File: config.mk
export PLATFORM = sky130hd
export DESIGN_NAME = pointer_and_key_event_tracker_flat
export DESIGN_NICKNAME = d
export VERILOG_FILES = /design/src/design/ptk_pkg.sv /design/src/design/ptk_if.sv /design/src/design/pointer_and_key_event_tracker.sv /design/src/flat_wrapper.sv
export SDC_FILE = /design/constraint.sdc
export NUM_CORES = 2
export LEC_CHECK = 0
export ABC_CLOCK_PERIOD_IN_PS = 72700
export BUFFER_PORTS_ARGS = -buffer_cell sky130_fd_sc_hd__buf_2
export CORE_UTILIZATION = 45
export CTS_CLUSTER_DIAMETER = 150
export DETAILED_ROUTE_END_ITERATION = 12
export PLACE_DENSITY = 0.63
export SYNTH_ARGS = -nofsm -noshare
export SYNTH_HDL_FRONTEND = slang
export SYNTH_SLANG_ARGS = --single-unit
File: constraint.sdc
create_clock -name clk -period 72.7 [get_ports clk]
set_clock_uncertainty 0.1 [all_clocks]
set_input_delay 7.27 -clock clk [delete_from_list [all_inputs] [get_ports clk]]
set_output_delay 7.27 -clock clk [all_outputs]
set_load 0.05 [all_outputs]
File: src/design/ptk_pkg.sv
`timescale 1ns / 1ps

package ptk_pkg;

    // Event kinds
    localparam logic [1:0] MODE_AXIS  = 2'd0;
    localparam logic [1:0] MODE_KEY   = 2'd1;
    localparam logic [1:0] MODE_POLL  = 2'd2;
    localparam logic [1:0] MODE_QUERY = 2'd3;

    // Relative axis codes
    localparam logic [9:0] AXIS_X     = 10'd0;
    localparam logic [9:0] AXIS_Y     = 10'd1;
    localparam logic [9:0] AXIS_WHEEL = 10'd8;

    // Key values
    localparam logic signed [15:0] KEY_VAL_UP   = 16'sd0;
    localparam logic signed [15:0] KEY_VAL_DOWN = 16'sd1;
    localparam logic signed [15:0] KEY_VAL_HELD = 16'sd2;

    // Notification codes
    localparam logic [2:0] NOTIFY_NONE  = 3'd0;
    localparam logic [2:0] NOTIFY_DOWN  = 3'd1;
    localparam logic [2:0] NOTIFY_UP    = 3'd2;
    localparam logic [2:0] NOTIFY_HELD  = 3'd3;
    localparam logic [2:0] NOTIFY_WHEEL = 3'd4;

    // Register indexes
    localparam logic [1:0] REG_BOUND_X       = 2'd0;
    localparam logic [1:0] REG_BOUND_Y       = 2'd1;
    localparam logic [1:0] REG_BOUNDS_ENABLE = 2'd2;

    localparam int ADDR_W = 4;
    localparam int DATA_W = 32;

    typedef logic signed [15:0] coord_t;

    // Saturate a 17-bit sum to the 16-bit signed range.
    function automatic coord_t sat16(input logic signed [16:0] s);
        coord_t r;
        if (s[16] != s[15])
        begin
            r = s[16] ? 16'sh8000 : 16'sh7FFF;
        end
        else
        begin
            r = s[15:0];
        end
        return r;
    endfunction

    // Saturating move, then optional clamp to 0..bound.
    function automatic coord_t move_axis(input coord_t pos, input coord_t delta,
                                         input logic [14:0] bound, input logic en);
        coord_t p;
        p = sat16({pos[15], pos} + {delta[15], delta});
        if (en)
        begin
            if (p[15])
            begin
                p = '0;
            end
            else if (p[14:0] > bound)
            begin
                p = {1'b0, bound};
            end
        end
        return p;
    endfunction

endpackage

File: src/design/ptk_if.sv
`timescale 1ns / 1ps

interface ptk_evt_if;
    logic                valid;
    logic                ready;
    logic [1:0]          mode;
    logic [9:0]          code;
    ptk_pkg::coord_t     value;

    modport source (output valid, output mode, output code, output value, input ready);
    modport sink   (input valid, input mode, input code, input value, output ready);
endinterface

interface ptk_res_if;
    logic                valid;
    logic                ready;
    ptk_pkg::coord_t     pos_x;
    ptk_pkg::coord_t     pos_y;
    logic [2:0]          notify;
    logic [9:0]          notify_code;
    ptk_pkg::coord_t     wheel_amount;
    logic                key_is_pressed;

    modport source (output valid, output pos_x, output pos_y, output notify,
                    output notify_code, output wheel_amount, output key_is_pressed,
                    input ready);
    modport sink   (input valid, input pos_x, input pos_y, input notify,
                    input notify_code, input wheel_amount, input key_is_pressed,
                    output ready);
endinterface

File: src/design/pointer_and_key_event_tracker.sv
`timescale 1ns / 1ps

// Pointer and key event tracker. Takes one event beat per clock while the
// result side does not stall, and returns one result beat per event: the event
// is held in an input stage (where the key map read is already back) and the
// position update, clamp and notification land in the result register.
// The key map is a KEY_COUNT x 1 memory with one write and one read port;
// after reset it is cleared one entry per cycle, so evt.ready stays low until
// the clearing pass ends. APB writes are taken at any time but must only
// be issued while no event is in flight.
module pointer_and_key_event_tracker #(
    parameter int KEY_COUNT = 768
) (
    input  logic                      clk,
    input  logic                      rst_n,
    ptk_evt_if.sink                   evt,
    ptk_res_if.source                 res,
    input  logic                      psel,
    input  logic                      penable,
    input  logic                      pwrite,
    input  logic [ptk_pkg::ADDR_W-1:0] paddr,
    input  logic [ptk_pkg::DATA_W-1:0] pwdata,
    output logic [ptk_pkg::DATA_W-1:0] prdata,
    output logic                      pready
);

    localparam int         KEY_W     = (KEY_COUNT > 1) ? $clog2(KEY_COUNT) : 1;
    localparam logic [10:0] KEY_LIMIT = 11'(KEY_COUNT);

    // Configuration
    logic [14:0] bound_x_reg;
    logic [14:0] bound_y_reg;
    logic        bounds_enable_reg;
    logic        cfg_wr;
    logic [1:0]  cfg_idx;

    // Key map and clearing pass
    logic             key_map [KEY_COUNT];
    logic             clr_busy_reg;
    logic [KEY_W-1:0] clr_idx_reg;
    logic             key_rd_reg;

    // Input stage
    logic              s1_valid_reg;
    logic [1:0]        s1_mode_reg;
    logic [9:0]        s1_code_reg;
    ptk_pkg::coord_t   s1_value_reg;

    // Tracker state
    ptk_pkg::coord_t pointer_x_reg, pointer_x_next;
    ptk_pkg::coord_t pointer_y_reg, pointer_y_next;
    ptk_pkg::coord_t wheel_sum_reg, wheel_sum_next;

    // Result register
    logic             res_valid_reg;
    logic [2:0]       notify_reg, notify_next;
    logic [9:0]       notify_code_reg, notify_code_next;
    ptk_pkg::coord_t  wheel_amount_reg, wheel_amount_next;
    logic             pressed_reg, pressed_next;

    logic             accept;
    logic             advance;
    logic             evt_in_range;
    logic             s1_in_range;
    logic [KEY_W-1:0] evt_idx;
    logic             key_wr;
    logic             key_bit;

    // ---------------- APB ----------------
    assign pready  = 1'b1;
    assign cfg_idx = paddr[3:2];
    assign cfg_wr  = psel && penable && pwrite && pready;

    always_comb
    begin
        prdata = '0;
        unique case (cfg_idx)
            ptk_pkg::REG_BOUND_X:       prdata = {17'd0, bound_x_reg};
            ptk_pkg::REG_BOUND_Y:       prdata = {17'd0, bound_y_reg};
            ptk_pkg::REG_BOUNDS_ENABLE: prdata = {31'd0, bounds_enable_reg};
            default:                    prdata = '0;
        endcase
    end

    always_ff @(posedge clk or negedge rst_n)
    begin
        if (!rst_n)
        begin
            bound_x_reg       <= '0;
            bound_y_reg       <= '0;
            bounds_enable_reg <= 1'b0;
        end
        else if (cfg_wr)
        begin
            unique case (cfg_idx)
                ptk_pkg::REG_BOUND_X:       bound_x_reg       <= pwdata[14:0];
                ptk_pkg::REG_BOUND_Y:       bound_y_reg       <= pwdata[14:0];
                ptk_pkg::REG_BOUNDS_ENABLE: bounds_enable_reg <= pwdata[0];
                default:                    ;
            endcase
        end
    end

    // ---------------- Handshake ----------------
    assign advance   = s1_valid_reg && (!res_valid_reg || res.ready);
    assign evt.ready = !clr_busy_reg && (!s1_valid_reg || advance);
    assign accept    = evt.valid && evt.ready;

    // ---------------- Key map ----------------
    assign evt_in_range = {1'b0, evt.code} < KEY_LIMIT;
    assign evt_idx      = evt.code[KEY_W-1:0];
    // Write at acceptance so the next item's read already sees it.
    assign key_wr       = accept && (evt.mode == ptk_pkg::MODE_KEY) && evt_in_range;
    assign key_bit      = !evt.value[15] && (evt.value != '0);

    always_ff @(posedge clk or negedge rst_n)
    begin
        if (!rst_n)
        begin
            clr_busy_reg <= 1'b1;
            clr_idx_reg  <= '0;
        end
        else if (clr_busy_reg)
        begin
            clr_idx_reg <= clr_idx_reg + 1'b1;
            if (clr_idx_reg == KEY_W'(KEY_COUNT - 1))
            begin
                clr_busy_reg <= 1'b0;
            end
        end
    end

    always_ff @(posedge clk)
    begin
        if (clr_busy_reg)
        begin
            key_map[clr_idx_reg] <= 1'b0;
        end
        else if (key_wr)
        begin
            key_map[evt_idx] <= key_bit;
        end
        if (accept)
        begin
            key_rd_reg <= key_map[evt_idx];
        end
    end

    // ---------------- Input stage ----------------
    always_ff @(posedge clk or negedge rst_n)
    begin
        if (!rst_n)
        begin
            s1_valid_reg <= 1'b0;
        end
        else if (accept)
        begin
            s1_valid_reg <= 1'b1;
        end
        else if (advance)
        begin
            s1_valid_reg <= 1'b0;
        end
    end

    always_ff @(posedge clk)
    begin
        if (accept)
        begin
            s1_mode_reg  <= evt.mode;
            s1_code_reg  <= evt.code;
            s1_value_reg <= evt.value;
        end
    end

    // ---------------- Update logic ----------------
    assign s1_in_range = {1'b0, s1_code_reg} < KEY_LIMIT;

    always_comb
    begin
        pointer_x_next    = pointer_x_reg;
        pointer_y_next    = pointer_y_reg;
        wheel_sum_next    = wheel_sum_reg;
        notify_next       = ptk_pkg::NOTIFY_NONE;
        notify_code_next  = '0;
        wheel_amount_next = '0;
        pressed_next      = 1'b0;
        unique case (s1_mode_reg)
            ptk_pkg::MODE_AXIS:
            begin
                if (s1_code_reg == ptk_pkg::AXIS_X)
                begin
                    pointer_x_next = ptk_pkg::move_axis(pointer_x_reg, s1_value_reg,
                                                        bound_x_reg, bounds_enable_reg);
                end
                else if (s1_code_reg == ptk_pkg::AXIS_Y)
                begin
                    pointer_y_next = ptk_pkg::move_axis(pointer_y_reg, s1_value_reg,
                                                        bound_y_reg, bounds_enable_reg);
                end
                else if (s1_code_reg == ptk_pkg::AXIS_WHEEL)
                begin
                    wheel_sum_next = ptk_pkg::sat16({wheel_sum_reg[15], wheel_sum_reg}
                                                    + {s1_value_reg[15], s1_value_reg});
                end
            end
            ptk_pkg::MODE_KEY:
            begin
                if (s1_in_range)
                begin
                    if (s1_value_reg == ptk_pkg::KEY_VAL_DOWN)
                    begin
                        notify_next = ptk_pkg::NOTIFY_DOWN;
                    end
                    else if (s1_value_reg == ptk_pkg::KEY_VAL_UP)
                    begin
                        notify_next = ptk_pkg::NOTIFY_UP;
                    end
                    else if (s1_value_reg == ptk_pkg::KEY_VAL_HELD)
                    begin
                        notify_next = ptk_pkg::NOTIFY_HELD;
                    end
                    if (notify_next != ptk_pkg::NOTIFY_NONE)
                    begin
                        notify_code_next = s1_code_reg;
                    end
                end
            end
            ptk_pkg::MODE_POLL:
            begin
                if (wheel_sum_reg != '0)
                begin
                    notify_next       = ptk_pkg::NOTIFY_WHEEL;
                    wheel_amount_next = wheel_sum_reg;
                    wheel_sum_next    = '0;
                end
            end
            default:
            begin
                pressed_next = s1_in_range && key_rd_reg;
            end
        endcase
    end

    // ---------------- State and result register ----------------
    always_ff @(posedge clk or negedge rst_n)
    begin
        if (!rst_n)
        begin
            pointer_x_reg <= '0;
            pointer_y_reg <= '0;
            wheel_sum_reg <= '0;
            res_valid_reg <= 1'b0;
        end
        else if (advance)
        begin
            pointer_x_reg <= pointer_x_next;
            pointer_y_reg <= pointer_y_next;
            wheel_sum_reg <= wheel_sum_next;
            res_valid_reg <= 1'b1;
        end
        else if (res.ready)
        begin
            res_valid_reg <= 1'b0;
        end
    end

    always_ff @(posedge clk)
    begin
        if (advance)
        begin
            notify_reg       <= notify_next;
            notify_code_reg  <= notify_code_next;
            wheel_amount_reg <= wheel_amount_next;
            pressed_reg      <= pressed_next;
        end
    end

    // Position register doubles as the result position.
    assign res.valid          = res_valid_reg;
    assign res.pos_x          = pointer_x_reg;
    assign res.pos_y          = pointer_y_reg;
    assign res.notify         = notify_reg;
    assign res.notify_code    = notify_code_reg;
    assign res.wheel_amount   = wheel_amount_reg;
    assign res.key_is_pressed = pressed_reg;

    // ---------------- Assertions ----------------
    a_no_accept_while_clearing: assert property (
        @(posedge clk) disable iff (!rst_n) clr_busy_reg |-> !evt.ready)
        else $error("event accepted during key map clear");

    a_wheel_amount_only_on_wheel: assert property (
        @(posedge clk) disable iff (!rst_n)
        (res.valid && res.notify != ptk_pkg::NOTIFY_WHEEL) |-> (res.wheel_amount == '0))
        else $error("wheel amount without wheel notification");

    a_wheel_nonzero: assert property (
        @(posedge clk) disable iff (!rst_n)
        (res.valid && res.notify == ptk_pkg::NOTIFY_WHEEL) |-> (res.wheel_amount != '0))
        else $error("wheel notification with zero amount");

    a_code_only_on_key: assert property (
        @(posedge clk) disable iff (!rst_n)
        (res.valid && (res.notify == ptk_pkg::NOTIFY_NONE
                       || res.notify == ptk_pkg::NOTIFY_WHEEL)) |-> (res.notify_code == '0))
        else $error("notify code without key notification");

endmodule
File: src/flat_wrapper.sv
// flat-port wrapper written by rule: the top's interface ports become plain ports
module pointer_and_key_event_tracker_flat 
#(
    parameter int KEY_COUNT = 768
)
  (clk, rst_n, psel, penable, pwrite, paddr, pwdata, prdata, pready, evt_valid, evt_mode, evt_code, evt_value, evt_ready, res_valid, res_pos_x, res_pos_y, res_notify, res_notify_code, res_wheel_amount, res_key_is_pressed, res_ready);
  ptk_evt_if evt_i ();
  ptk_res_if res_i ();
  input  logic clk;
  input  logic rst_n;
  input  logic psel;
  input  logic penable;
  input  logic pwrite;
  input  logic [ptk_pkg::ADDR_W-1:0] paddr;
  input  logic [ptk_pkg::DATA_W-1:0] pwdata;
  output logic [ptk_pkg::DATA_W-1:0] prdata;
  output logic pready;
  input wire logic [$bits(evt_i.valid)-1:0] evt_valid;
  input wire logic [$bits(evt_i.mode)-1:0] evt_mode;
  input wire logic [$bits(evt_i.code)-1:0] evt_code;
  input wire logic [$bits(evt_i.value)-1:0] evt_value;
  output wire logic [$bits(evt_i.ready)-1:0] evt_ready;
  output wire logic [$bits(res_i.valid)-1:0] res_valid;
  output wire logic [$bits(res_i.pos_x)-1:0] res_pos_x;
  output wire logic [$bits(res_i.pos_y)-1:0] res_pos_y;
  output wire logic [$bits(res_i.notify)-1:0] res_notify;
  output wire logic [$bits(res_i.notify_code)-1:0] res_notify_code;
  output wire logic [$bits(res_i.wheel_amount)-1:0] res_wheel_amount;
  output wire logic [$bits(res_i.key_is_pressed)-1:0] res_key_is_pressed;
  input wire logic [$bits(res_i.ready)-1:0] res_ready;
  assign evt_i.valid = evt_valid;
  assign evt_i.mode = evt_mode;
  assign evt_i.code = evt_code;
  assign evt_i.value = evt_value;
  assign evt_ready = evt_i.ready;
  assign res_valid = res_i.valid;
  assign res_pos_x = res_i.pos_x;
  assign res_pos_y = res_i.pos_y;
  assign res_notify = res_i.notify;
  assign res_notify_code = res_i.notify_code;
  assign res_wheel_amount = res_i.wheel_amount;
  assign res_key_is_pressed = res_i.key_is_pressed;
  assign res_i.ready = res_ready;
  pointer_and_key_event_tracker #(.KEY_COUNT(KEY_COUNT)) u_core (.clk(clk), .rst_n(rst_n), .evt(evt_i), .res(res_i), .psel(psel), .penable(penable), .pwrite(pwrite), .paddr(paddr), .pwdata(pwdata), .prdata(prdata), .pready(pready));
endmodule
==> impl_metrics.env <==
export IMPL_finalWorstSetupSlack_ns=57.06
export IMPL_hold_class="reg -> reg"
export IMPL_clock_insertion_delay_worst_skew_ns=0.68
export IMPL_number_of_vias_per_cell=5.867
export IMPL_post_synth_top_count_cell="nor2_1"
export IMPL_detailedPlacementHpwl_um=64700
export IMPL_gr_usage_met3=0.04718
export IMPL_async_reset_ff_frac=0.1001
export IMPL_clock_tree_root_cell="clkbuf_16"
export IMPL_postPlaceCellArea_mm2=0.04483
export IMPL_worst_pin_slew_ns=1.186
export IMPL_post_drt_wl_per_cell_um=23.63
export IMPL_ff2ff_path_depth=18
export IMPL_resized_cells_post_cts=0
export IMPL_period_share=0.2151
export IMPL_finalWirelength_um=109900
export IMPL_worstReg2RegEnd="u_core.res.pos_x[14]$_DFFE_PN0P_"
export IMPL_number_of_global_route_vias_before_repair=26607
export IMPL_syn2layout_area_growth_pct=10.46
export IMPL_critical_path_class="in -> out"
export IMPL_fmax_mhz=63.96
export IMPL_final_setup_vio_count=0
export IMPL_final_max_slew_viol_count=0
export IMPL_cts_hold_repair_buffers=0
export IMPL_numClockSinks=919
export IMPL_dominant_synthesized_flop_cell="edfxtp_1"
export IMPL_cts_tree="built"
export IMPL_ys_seq_area_frac=0.6272
export IMPL_power_static_leakage_nw=15.84
export IMPL_grt_total_usage=0.2238
export IMPL_floorplan_die_area_mm2=0.09740
export IMPL_worstSetupEndpointType="output pin"
export IMPL_final_period_minus_worst_setup_slack_ns=15.64
export IMPL_worst_setup_path_start_kind="input port"
export IMPL_largest_register_ffs=768
export IMPL_busiest_layer="met2"
export IMPL_maximum_number_of_pins_on_one_net_before_global_route_repair=267
export IMPL_synth_top_cell_area_share=0.5739
export IMPL_insertedDiodeCount=0
export IMPL_dr_first_iter_drc_count=3227
export IMPL_result_of_the_run="completed"
export IMPL_post_cts_setup_buffer_count=0
export IMPL_startpoint_of_the_worst_setup_timing_path="paddr[2]"
export IMPL_min_delay_start="u_core.res.pos_y[15]$_DFFE_PN0P_"
export IMPL_critPathArrivalTime_ns=8.27
export IMPL_yosys_warnings=0
export IMPL_dieWidth_um=312.1
export IMPL_ant_nets=0
export IMPL_use_met2=0.3564
export IMPL_global_route_overflow_total=0
export IMPL_crit_required_ns=65.33
export IMPL_final_hold_viol_count=0
export IMPL_detailedRoute_firstPassIterationCount=5
export IMPL_placement_setup_worst_slack_ns=57.05
export IMPL_post_route_cells_drive_above_1_share=0.1727
export IMPL_vias=27293
export IMPL_cap_violations=0
export IMPL_slew_limit_headroom=0.2073
export IMPL_rows=113
export IMPL_nNetsFinal=3465
export IMPL_whs_path_depth=2
export IMPL_core_area_mm2=0.09515
export IMPL_finalSetupTns_ns=0
export IMPL_global_route_wire_length_before_repair_um=164500
export IMPL_cellPowerDensity_mw_per_mm2=25.18
export IMPL_fin_area_mm2=0.04779
export IMPL_cp_max_fanout=19
export IMPL_total_drc_errors_in_the_routed_layout=0
export IMPL_synthDominantAreaCellType="edfxtp_1"
export IMPL_grt_met1_use=0.3080
export IMPL_rsz0062_at_grt="no"
export IMPL_synth_distinct_cells=88
export IMPL_routabilityCongestion=0.8162
export IMPL_number_of_port_buffers=130
export IMPL_worstHoldEndpoint="u_core.res.pos_y[15]$_DFFE_PN0P_"
export IMPL_cts_buffers_inserted=96
export IMPL_max_flop_register="u_core.key_map"
export IMPL_worst_hold_slack_ns=0.4228
export IMPL_htree_levels=3
export IMPL_vertical_die_dimension_um=312.1
export IMPL_initial_utilization=0.4547
export IMPL_regToRegSetupSlack_ns=66.53
export IMPL_netlist_instances=3279
export IMPL_maximum_vdd_drop_v=0.00001833
export IMPL_synth_edff_count=827
export IMPL_grt_antenna_before_repair=3
export IMPL_num_io_pins=168
export IMPL_r2r_start="u_core.s1_value_reg[0]$_DFFE_PP_"
export IMPL_synth_seq_cells=919
export IMPL_post_synth_most_frequent_cells="nor2_1, edfxtp_1, clkbuf_1"
export IMPL_clk_path_buf_depth=3
export IMPL_syn_mean_instance_area_um2=13.20
export IMPL_syn_cell_area_mm2=0.04327
export IMPL_worst_path_clk_slew_ns=0.06
export IMPL_synth_area_leaders="edfxtp_1, mux4_2, nor2_1"
-- metal layers --
| metal | vias to the layer above | wire length, µm |
|---|---|---|
| met5 | - | 0 |
| met4 | 0 | 3261 |
| met3 | 198 | 8353 |
| met2 | 936 | 51870 |
| met1 | 13952 | 46430 |
| li1 | 12207 | - |
-- kinds of logic after synthesis --
family / Yosys count / share of synthesized area
AND/OR/NAND/NOR: 1244 / 0.1226
buffers and inverters: 344 / 0.03707
multiplexers: 248 / 0.1136
AO/OA/AOI/OAI: 385 / 0.06341
flip-flops: 919 / 0.6272
other: 2 / 0.0001736
XOR/XNOR: 43 / 0.008704
adder cells (fa/ha/maj): 94 / 0.02727
-- worst max path at each step --
stage,endpoint
2_1_floorplan,u_core.key_map[0]$_DFFE_PP_
3_3_place_gp,prdata[2]
3_5_place_dp,prdata[2]
4_1_cts,prdata[14]
5_1_grt,prdata[13]
6_report,prdata[13]
-- cell usage in the layout (no fill, tap or decap), types with 23 or more instances in the layout --
cell	netlist	layout
nor2_1	843	842
edfxtp_1	827	827
mux4_2	176	176
buf_2	21	127
nand2_1	117	117
clkbuf_16	0	97
dfrtp_1	91	91
ha_1	83	83
nor3_1	68	67
a21oi_1	66	66
buf_4	28	66
inv_1	61	61
o21ai_0	46	46
mux2i_1	37	37
xnor2_1	33	33
and2_1	32	32
nand3_1	28	28
clkbuf_1	204	28
a21o_1	27	27
o221ai_1	27	27
a22oi_1	26	26
or3_1	36	25
nand2b_1	23	23
o22ai_1	23	23
-- area by class of cell --
cell class                      instances  area [µm²]
Tap cell                             1265        1583
Fill cell                            8311       47360
Multi-Input combinational cell       2032       14660
Inverter                               61       229.0
Clock buffer                          125        2532
Timing Repair Buffer                  198        1220
Clock inverter                         52       435.4
Sequential cell                       919       27140
-- metrics by stage --
stage,total power [mW],utilization,cells
4_1_cts,1.211,0.5023,4652
2_1_floorplan,0.7116,-,3295
3_5_place_dp,0.7409,0.4711,4475
6_report,1.204,0.5023,4652
5_1_grt,1.243,0.5023,4652
3_3_place_gp,0.7400,0.4711,4475
-- power breakdown --
part	internal (mW)	leakage (nW)	switching, mW
Clock	0.264	1.42	0.208
Sequential	0.584	8.79	0.0130
Combinational	0.0510	5.63	0.0825
Total	0.900	15.8	0.304
-- worst max-delay path: stages --
cell	delay [ns]
buf_2	0.42
mux2i_1	0.14
nor2_1	0.14
buf_2	0.28
Power figures use the tool's default switching activity.
